### src/hw/rtl/multi_channel_double_tap_detector_core_assert.svh
// Assertion macros shared by the double-tap detector RTL.
// Depends on nothing; files that check their own logic include it.
`ifndef MULTI_CHANNEL_DOUBLE_TAP_DETECTOR_CORE_ASSERT_SVH
`define MULTI_CHANNEL_DOUBLE_TAP_DETECTOR_CORE_ASSERT_SVH

`ifndef SYNTH
// Clocked check that is switched off while reset is held.
`define MCDT_ASSERT(lbl, clk, rst_n, prop) \
  lbl: assert property (@(posedge clk) disable iff (!rst_n) prop) \
    else $error("mcdt assertion failed");
// Clocked check that also holds during reset.
`define MCDT_ASSERT_ALWAYS(lbl, clk, prop) \
  lbl: assert property (@(posedge clk) prop) \
    else $error("mcdt assertion failed");
`else
`define MCDT_ASSERT(lbl, clk, rst_n, prop)
`define MCDT_ASSERT_ALWAYS(lbl, clk, prop)
`endif

`endif

### src/hw/rtl/mcdt_pkg.sv
// Package for the double-tap detector: widths, codes, reset values and types.
// Depends on nothing; every RTL file of the block imports it.
package mcdt_pkg;

  // Channel count and field widths.
  localparam int CHANNELS  = 16;
  localparam int MASK_W    = 16;
  localparam int TIME_W    = 32;
  localparam int WIN_W     = 16;
  localparam int CNT_W     = 2;
  localparam int PACK_W    = 32;
  localparam int CFG_IDX_W = 8;

  // Register reset values and the count ceiling.
  localparam logic [WIN_W-1:0] TAP_WINDOW_RST    = 16'd300;
  localparam logic [WIN_W-1:0] DOUBLE_WINDOW_RST = 16'd200;
  localparam logic [CNT_W-1:0] COUNT_MAX         = 2'd2;
  localparam logic [CNT_W-1:0] COUNT_ONE         = 2'd1;

  // Configuration register indexes.
  typedef enum logic [CFG_IDX_W-1:0] {
    REG_TAP_WINDOW    = 8'd0,
    REG_DOUBLE_WINDOW = 8'd1
  } cfg_reg_t;

  // Detector phases, one-hot.
  typedef enum logic [3:0] {
    PH_IDLE    = 4'b0001,
    PH_TAP     = 4'b0010,
    PH_DOUBLE  = 4'b0100,
    PH_EXPIRED = 4'b1000
  } phase_t;

  // Window lengths handed from the register file to the engine.
  typedef struct packed {
    logic [WIN_W-1:0] tap_win;
    logic [WIN_W-1:0] dbl_win;
  } win_cfg_t;

endpackage

### src/hw/rtl/mcdt_cfg.sv
// Configuration registers of the double-tap detector (tap and double-tap windows).
// Depends on mcdt_pkg.
module mcdt_cfg (
  input  logic                          clk,
  input  logic                          rst_n,
  input  logic                          cfg_valid,
  output logic                          cfg_ready,
  input  logic [mcdt_pkg::CFG_IDX_W-1:0] cfg_index,
  input  logic [mcdt_pkg::WIN_W-1:0]    cfg_data,
  output mcdt_pkg::win_cfg_t            win_cfg
);
  import mcdt_pkg::*;

  logic [WIN_W-1:0] tap_win_r;
  logic [WIN_W-1:0] dbl_win_r;

  // Writes are always taken.
  assign cfg_ready = 1'b1;

  // Register write; unknown indexes are dropped.
  always_ff @(posedge clk) begin
    if (!rst_n) begin
      tap_win_r <= TAP_WINDOW_RST;
      dbl_win_r <= DOUBLE_WINDOW_RST;
    end else if (cfg_valid && cfg_ready) begin
      case (cfg_index)
        REG_TAP_WINDOW:    tap_win_r <= cfg_data;
        REG_DOUBLE_WINDOW: dbl_win_r <= cfg_data;
        default: begin
        end
      endcase
    end
  end

  assign win_cfg.tap_win = tap_win_r;
  assign win_cfg.dbl_win = dbl_win_r;

endmodule

### src/hw/rtl/mcdt_engine.sv
// Tap counting engine: phase, per-channel counts and window start times.
// Depends on mcdt_pkg and the assertion macro header.
`include "multi_channel_double_tap_detector_core_assert.svh"

module mcdt_engine (
  input  logic                        clk,
  input  logic                        rst_n,
  input  logic                        step,
  input  logic [mcdt_pkg::MASK_W-1:0] tap_mask,
  input  logic [mcdt_pkg::TIME_W-1:0] time_ms,
  input  mcdt_pkg::win_cfg_t          win_cfg,
  output logic                        res_vld,
  output logic [mcdt_pkg::PACK_W-1:0] res_packed
);
  import mcdt_pkg::*;

  phase_t            phase_r, phase_nxt;
  logic [CNT_W-1:0]  cnt_r   [CHANNELS];
  logic [CNT_W-1:0]  cnt_nxt [CHANNELS];
  logic [TIME_W-1:0] first_r, first_nxt;
  logic [TIME_W-1:0] dbl_r, dbl_nxt;
  logic [TIME_W-1:0] tap_elapsed;
  logic [TIME_W-1:0] dbl_elapsed;
  logic              tap_expired;
  logic              dbl_expired;
  logic              any_tap;
  logic              twice;
  logic              emit;
  logic [CNT_W:0]    sum [CHANNELS];

  // Elapsed times wrap modulo 2^32; a window closes once elapsed reaches its length.
  assign tap_elapsed = time_ms - first_r;
  assign dbl_elapsed = time_ms - dbl_r;
  assign tap_expired = tap_elapsed >= {{(TIME_W-WIN_W){1'b0}}, win_cfg.tap_win};
  assign dbl_expired = dbl_elapsed >= {{(TIME_W-WIN_W){1'b0}}, win_cfg.dbl_win};
  assign any_tap     = |tap_mask[CHANNELS-1:0];

  // Per-channel saturating sums used in the tap and double-tap windows.
  always_comb begin
    for (int i = 0; i < CHANNELS; i++) begin
      sum[i] = {1'b0, cnt_r[i]} + {{CNT_W{1'b0}}, tap_mask[i]};
      if (sum[i] > {1'b0, COUNT_MAX}) begin
        sum[i] = {1'b0, COUNT_MAX};
      end
    end
  end

  // Phase and count update for one beat.
  always_comb begin
    phase_nxt = phase_r;
    first_nxt = first_r;
    dbl_nxt   = dbl_r;
    cnt_nxt   = cnt_r;
    twice     = 1'b0;
    emit      = 1'b0;
    case (phase_r)
      PH_IDLE: begin
        if (any_tap) begin
          first_nxt = time_ms;
          for (int i = 0; i < CHANNELS; i++) begin
            cnt_nxt[i] = {{(CNT_W-1){1'b0}}, tap_mask[i]};
          end
          phase_nxt = PH_TAP;
        end
      end
      PH_TAP: begin
        if (tap_expired) begin
          phase_nxt = PH_EXPIRED;
        end else begin
          for (int i = 0; i < CHANNELS; i++) begin
            cnt_nxt[i] = sum[i][CNT_W-1:0];
            if (sum[i][CNT_W-1:0] == COUNT_MAX) begin
              twice = 1'b1;
            end
          end
          if (twice) begin
            dbl_nxt   = time_ms;
            phase_nxt = PH_DOUBLE;
          end
        end
      end
      PH_DOUBLE: begin
        if (dbl_expired) begin
          // Single taps are promoted when the double-tap window closes.
          for (int i = 0; i < CHANNELS; i++) begin
            if (cnt_r[i] == COUNT_ONE) begin
              cnt_nxt[i] = COUNT_MAX;
            end
          end
          phase_nxt = PH_EXPIRED;
        end else begin
          for (int i = 0; i < CHANNELS; i++) begin
            if (cnt_r[i] < COUNT_MAX) begin
              cnt_nxt[i] = sum[i][CNT_W-1:0];
            end
          end
        end
      end
      PH_EXPIRED: begin
        emit      = 1'b1;
        phase_nxt = PH_IDLE;
      end
      default: begin
        phase_nxt = PH_IDLE;
      end
    endcase
  end

  // State registers advance only on a processed beat.
  always_ff @(posedge clk) begin
    if (!rst_n) begin
      phase_r <= PH_IDLE;
      first_r <= '0;
      dbl_r   <= '0;
      for (int i = 0; i < CHANNELS; i++) begin
        cnt_r[i] <= '0;
      end
    end else if (step) begin
      phase_r <= phase_nxt;
      first_r <= first_nxt;
      dbl_r   <= dbl_nxt;
      cnt_r   <= cnt_nxt;
    end
  end

  // Pack the counts; positions above the channel count stay zero.
  always_comb begin
    res_packed = '0;
    for (int i = 0; i < CHANNELS; i++) begin
      res_packed[CNT_W*i +: CNT_W] = cnt_r[i];
    end
  end

  assign res_vld = step && emit;

  // A reported beat always returns the detector to idle.
  `MCDT_ASSERT(a_emit_to_idle, clk, rst_n, res_vld |=> phase_r == PH_IDLE)
  // Without a processed beat the phase and counts hold.
  `MCDT_ASSERT(a_hold_no_step, clk, rst_n, !step |=> $stable(phase_r) && $stable(res_packed))
  // The double-tap window only stays open or expires.
  `MCDT_ASSERT(a_double_exit, clk, rst_n,
    step && phase_r == PH_DOUBLE |=> phase_r == PH_DOUBLE || phase_r == PH_EXPIRED)

endmodule

### src/hw/rtl/multi_channel_double_tap_detector_core.sv
// Multi-channel double-tap detector, top level.
// Path: input register, then result register; a stalled full result register holds the input.
// Throughput: one item per cycle; the input register and the result register each take a
// beat while the other side stalls, so both sides move every cycle when free.
// Reset: rst_n is synchronous, active low; phase goes idle, counts and times clear,
// window registers load 300 ms and 200 ms.
module multi_channel_double_tap_detector_core (
  input  logic                           clk,
  input  logic                           rst_n,
  input  logic                           in_valid,
  output logic                           in_stall,
  input  logic [mcdt_pkg::MASK_W-1:0]    in_tap_mask,
  input  logic [mcdt_pkg::TIME_W-1:0]    in_time_ms,
  output logic                           out_valid,
  input  logic                           out_stall,
  output logic [mcdt_pkg::PACK_W-1:0]    out_packed_counts,
  input  logic                           cfg_valid,
  output logic                           cfg_ready,
  input  logic [mcdt_pkg::CFG_IDX_W-1:0] cfg_index,
  input  logic [mcdt_pkg::WIN_W-1:0]     cfg_data
);
  import mcdt_pkg::*;

  `include "multi_channel_double_tap_detector_core_assert.svh"

  win_cfg_t          win_cfg;
  logic              in_vld_r, in_vld_nxt;
  logic [MASK_W-1:0] in_mask_r;
  logic [TIME_W-1:0] in_time_r;
  logic              out_vld_r, out_vld_nxt;
  logic [PACK_W-1:0] out_data_r;
  logic              adv;
  logic              in_acc;
  logic              res_vld;
  logic [PACK_W-1:0] res_packed;

  // Configuration registers.
  mcdt_cfg u_cfg (
    .clk       (clk),
    .rst_n     (rst_n),
    .cfg_valid (cfg_valid),
    .cfg_ready (cfg_ready),
    .cfg_index (cfg_index),
    .cfg_data  (cfg_data),
    .win_cfg   (win_cfg)
  );

  // The held beat is processed when the result register is free or draining.
  assign adv      = in_vld_r && (!out_vld_r || !out_stall);
  assign in_stall = in_vld_r && !adv;
  assign in_acc   = in_valid && !in_stall;

  // Input register.
  always_comb begin
    in_vld_nxt = in_vld_r;
    if (in_acc) begin
      in_vld_nxt = 1'b1;
    end else if (adv) begin
      in_vld_nxt = 1'b0;
    end
  end

  always_ff @(posedge clk) begin
    if (!rst_n) begin
      in_vld_r <= 1'b0;
    end else begin
      in_vld_r <= in_vld_nxt;
    end
  end

  always_ff @(posedge clk) begin
    if (in_acc) begin
      in_mask_r <= in_tap_mask;
      in_time_r <= in_time_ms;
    end
  end

  // Counting engine.
  mcdt_engine u_engine (
    .clk        (clk),
    .rst_n      (rst_n),
    .step       (adv),
    .tap_mask   (in_mask_r),
    .time_ms    (in_time_r),
    .win_cfg    (win_cfg),
    .res_vld    (res_vld),
    .res_packed (res_packed)
  );

  // Result register.
  always_comb begin
    out_vld_nxt = out_vld_r;
    if (res_vld) begin
      out_vld_nxt = 1'b1;
    end else if (!out_stall) begin
      out_vld_nxt = 1'b0;
    end
  end

  always_ff @(posedge clk) begin
    if (!rst_n) begin
      out_vld_r <= 1'b0;
    end else begin
      out_vld_r <= out_vld_nxt;
    end
  end

  always_ff @(posedge clk) begin
    if (res_vld) begin
      out_data_r <= res_packed;
    end
  end

  assign out_valid         = out_vld_r;
  assign out_packed_counts = out_data_r;

  // A new result only enters a free or draining result register.
  `MCDT_ASSERT(a_no_overwrite, clk, rst_n, res_vld |-> !out_vld_r || !out_stall)
  // Every engine result appears on the output in the next cycle.
  `MCDT_ASSERT(a_result_shown, clk, rst_n, res_vld |=> out_valid)
  // A held beat that cannot advance is kept.
  `MCDT_ASSERT(a_in_kept, clk, rst_n, in_vld_r && !adv |=> in_vld_r && $stable(in_time_r))

endmodule

### config.mk
export PLATFORM = sky130hd
export DESIGN_NAME = multi_channel_double_tap_detector_core
export DESIGN_NICKNAME = d
export VERILOG_FILES = /design/src/hw/rtl/mcdt_pkg.sv /design/src/hw/rtl/mcdt_cfg.sv /design/src/hw/rtl/mcdt_engine.sv /design/src/hw/rtl/multi_channel_double_tap_detector_core.sv
export VERILOG_INCLUDE_DIRS = /design/src /design/src/hw/rtl
export SDC_FILE = /design/constraint.sdc
export NUM_CORES = 1
export LEC_CHECK = 0
export BUFFER_PORTS_ARGS = -buffer_cell sky130_fd_sc_hd__buf_2
export CAP_MARGIN = 20
export CORE_UTILIZATION = 61
export DETAILED_ROUTE_END_ITERATION = 8
export PLACE_DENSITY_LB_ADDON = 0.05
export SLEW_MARGIN = 20
export SYNTH_ARGS = -nofsm -noshare
export SYNTH_HDL_FRONTEND = slang
export SYNTH_SLANG_ARGS = --single-unit
### constraint.sdc
create_clock -name clk -period 5.64 [get_ports clk]
set_clock_uncertainty 0.2 [all_clocks]
set_input_delay 1.128 -clock clk [delete_from_list [all_inputs] [get_ports clk]]
set_output_delay 1.128 -clock clk [all_outputs]
set_load 0.03 [all_outputs]
==> impl_metrics.py <==
metrics = {
    "outcome": {
        "outcome": "finished, final reports clean",
    },
    "sta": {
        "finalSetupTns_ns": 0,
        "max_freq_mhz": 187,
        "tightest_slew_ns": 0.957,
        "hold_viol_final": 0,
        "holdWs_ns": 0.250,
        "finalCriticalPeriod_ns": 5.34,
        "post-route-period-util_pct": 94.6,
        "slew_violations": 0,
        "setup_viol": 0,
        "maxSlewHeadroom_pct": 36.2,
    },
    "cts": {
        "htree_num_levels": 1,
        "cts_made_buffers": 24,
        "cts_buffer_depth": 3,
        "root_buffer": "clkbuf_16",
        "ctsHoldBuffers": 0,
        "cts_tree": "done",
        "numClockSinks": 214,
        "worstSkewPairLatency_ns": 0.54,
        "cts.clk_slew.worst_paths_ns": 0.06,
    },
    "place": {
        "place_congestion": 0.948,
        "io_buffers": 110,
        "dp_hpwl_mm": 25.4,
    },
    "floorplan": {
        "start_util_pct": 62.9,
        "rows": 53,
        "die-area_mm2": 0.0225,
        "die_w_um": 150,
        "chipHeight_um": 150,
        "io_pins": 112,
        "core_area_mm2": 0.0213,
    },
    "synthesis": {
        "syn_nets": 1723,
        "yosysSeqAreaShare_pct": 38.0,
        "syn_area_mm2": 0.0134,
        "ys_seq_elements": 214,
        "async_flop_share_pct": 0,
        "synth_flop_cell": "dfxtp_1",
        "syn_inst": 1503,
        "synth_edf_count": 80,
        "synth_cell_types": 82,
        "yosysWarnings": 0,
        "avgSynthCellArea_um2": 8.90,
    },
    "worst_setup_path": {
        "critPathArrivalTime_ns": 5.59,
        "crit_top_cell": "a21oi_2",
        "slowest_delay_ns": 0.44,
        "cp_max_fo": 8,
        "cp-start-kind": "register",
        "startpoint": "in_time_r[0]",
        "timing.rr.start": "in_time_r[0]",
        "required_ns": 5.90,
        "endpoint_kind": "register",
        "critPathTopFamily": "compound AO/OA/AOI/OAI gates",
        "path_buf_inv": 4,
        "cpMaxStageDelayCell": "edfxtp_1",
        "criticalPathCategory": "reg -> reg",
    },
    "drt": {
        "wirelength_mm": 34.8,
        "vias": 11500,
        "vias_per_cell": 6.05,
        "drt_first_pass_iters": 5,
        "wl_per_cell_um": 18.3,
        "drc": 0,
        "drtIter0Drc": 661,
        "ant_nets": 0,
    },
    "job": {
        "drv_cap": 0,
    },
    "global_routing": {
        "grt_util_all_layers_pct": 30.8,
        "grt_pass1_vias": 11100,
        "grt_pass1_wl_mm": 54.9,
        "antenna_found_initial": 0,
        "grt_max_degree": 60,
        "grt-ovfl-total": 0,
    },
    "worst_hold_path": {
        "hp-class": "reg -> reg",
        "hold_path_startpoint": "u_engine.first_r[20]",
    },
    "pwr": {
        "powerDensity_mw_per_mm2": 275,
        "peakVddDrop_mv": 0.286,
        "p_leak_nw": 6.33,
    },
    "finish": {
        "final_common_cell": "inv_1",
        "syn_to_final_growth_pct": 14.4,
        "antenna_cells": 0,
        "final_net_count": 1825,
        "final_cell_mix": "inv_1 (171), nand2_1 (159), ha_1 (140), dfxtp_1 (134), a21oi_1 (114)",
        "drive_gt1_share_pct": 13.9,
    },
}
## kinds of logic after synthesis
group,after synthesis,share of synthesized area (%)
buffers and inverters,237,6.85
other,1,0.0280
multiplexers,78,5.84
flip-flops,214,38.0
AO/OA/AOI/OAI,363,18.4
AND/OR/NAND/NOR,424,14.6
adder cells (fa/ha/maj),143,13.5
XOR/XNOR,43,2.81
## synthesized netlist by cell type (all sizes together), types with 7 or more instances
cell	instances	area, um^2
ha	141	1760
inv	173	649
o21ai	48	244
a21boi	18	135
xnor2	22	193
a311oi	17	149
nand4	27	169
a211oi	9	67.6
edfxtp	80	2400
dfxtp	134	2680
o21a	14	105
clkbuf	45	169
o21bai	7	63.8
nand3	43	215
nand2	159	597
o2bb2ai	16	140
nor2	108	405
a221oi	7	61.3
a31oi	27	169
nor2b	7	43.8
nor3	18	90.1
a21o	15	113
o211ai	14	105
nor4	16	100
a21oi	120	604
buf	19	98.9
mux2i	77	771
xor2	21	184
## through the flow
step	setup WS, ns	cells	area [um^2]	utilization [%]	power [mW]
finish	0.303	1898	15300	71.9	4.21
global route	-0.128	1898	15300	71.9	4.39
CTS	0.0322	1892	15200	71.2	4.20
detailed placement	-0.0482	1844	14200	66.9	2.58
global placement	0.185	1843	14200	66.8	2.56
floorplan	0.443	1503	13400	-	2.33
## what timing repair did
action / 4_1_cts / 5_1_grt
resized for setup: 4 / 23
setup endpoints to repair: 32 / 68
cloned: 1 / 1
setup buffers: 3 / 5
pin swaps: 2 / 15
## power by group
part	internal [mW]	switching (mW)	total, mW	leakage [nW]
sequential	1.66	0.0613	1.72	1.81
clock	0.984	0.635	1.62	0.407
combinational	0.351	0.520	0.871	4.12
## metal layers
| metal | track usage [%] | vias to the layer above | share of wire (%) |
|---|---|---|---|
| met5 | 0 | - | 0 |
| met4 | 11.0 | 0 | 3.2 |
| met3 | 3.61 | 88 | 5.8 |
| met2 | 54.3 | 408 | 49 |
| met1 | 38.8 | 5413 | 42 |
| li1 | - | 5566 | - |
## sequential cells by signal, summed over array words and instances, names as in the netlist
name                 count
in_vld_r                 1
u_cfg.dbl_win_r         16
u_cfg.tap_win_r         16
u_engine.dbl_r          32
u_engine.first_r        32
in_mask_r               16
out_packed_counts       32
in_time_r               32
u_engine.res_packed     32
u_engine.phase_r         4
out_valid                1
## cell type report
cell class / count / area, um^2
flip-flops and latches: 214 / 5080
clock inverters: 10 / 115
well taps: 275 / 344
clock buffers: 34 / 721
inverters: 173 / 651
multi-input cells: 1053 / 7530
repair buffers: 139 / 862
fillers: 1650 / 5980
## path summary, 6_finish.rpt
| check | cells past startpoint | end | slack, ns |
|---|---|---|---|
| worst max register to register | 26 | u_engine.res_packed[29] | 0.30 |
| worst min register to register | 2 | u_engine.first_r[20] | 0.25 |
| worst max-delay path | 26 | u_engine.res_packed[29] | 0.30 |
| worst min-delay path | 2 | u_engine.first_r[20] | 0.25 |
## worst register-to-register path: stages (launching register included)
cell	delay [ns]
edfxtp_1	0.44
inv_2	0.11
ha_2	0.17
inv_1	0.05
fa_2	0.38
a21oi_2	0.18
o211a_1	0.20
nor2_2	0.08
o21a_1	0.21
o21ai_1	0.13
nand2b_1	0.08
a21oi_2	0.15
xnor2_1	0.13
ha_1	0.27
a41o_1	0.23
a21oi_2	0.12
o221ai_2	0.11
nor3_2	0.18
o2111ai_1	0.14
a2111oi_2	0.22
nand4_1	0.15
or3_4	0.41
o31ai_4	0.23
buf_6	0.15
buf_4	0.14
nand3b_4	0.18
o2bb2ai_2	0.22
Power figures use the tool's default switching activity.
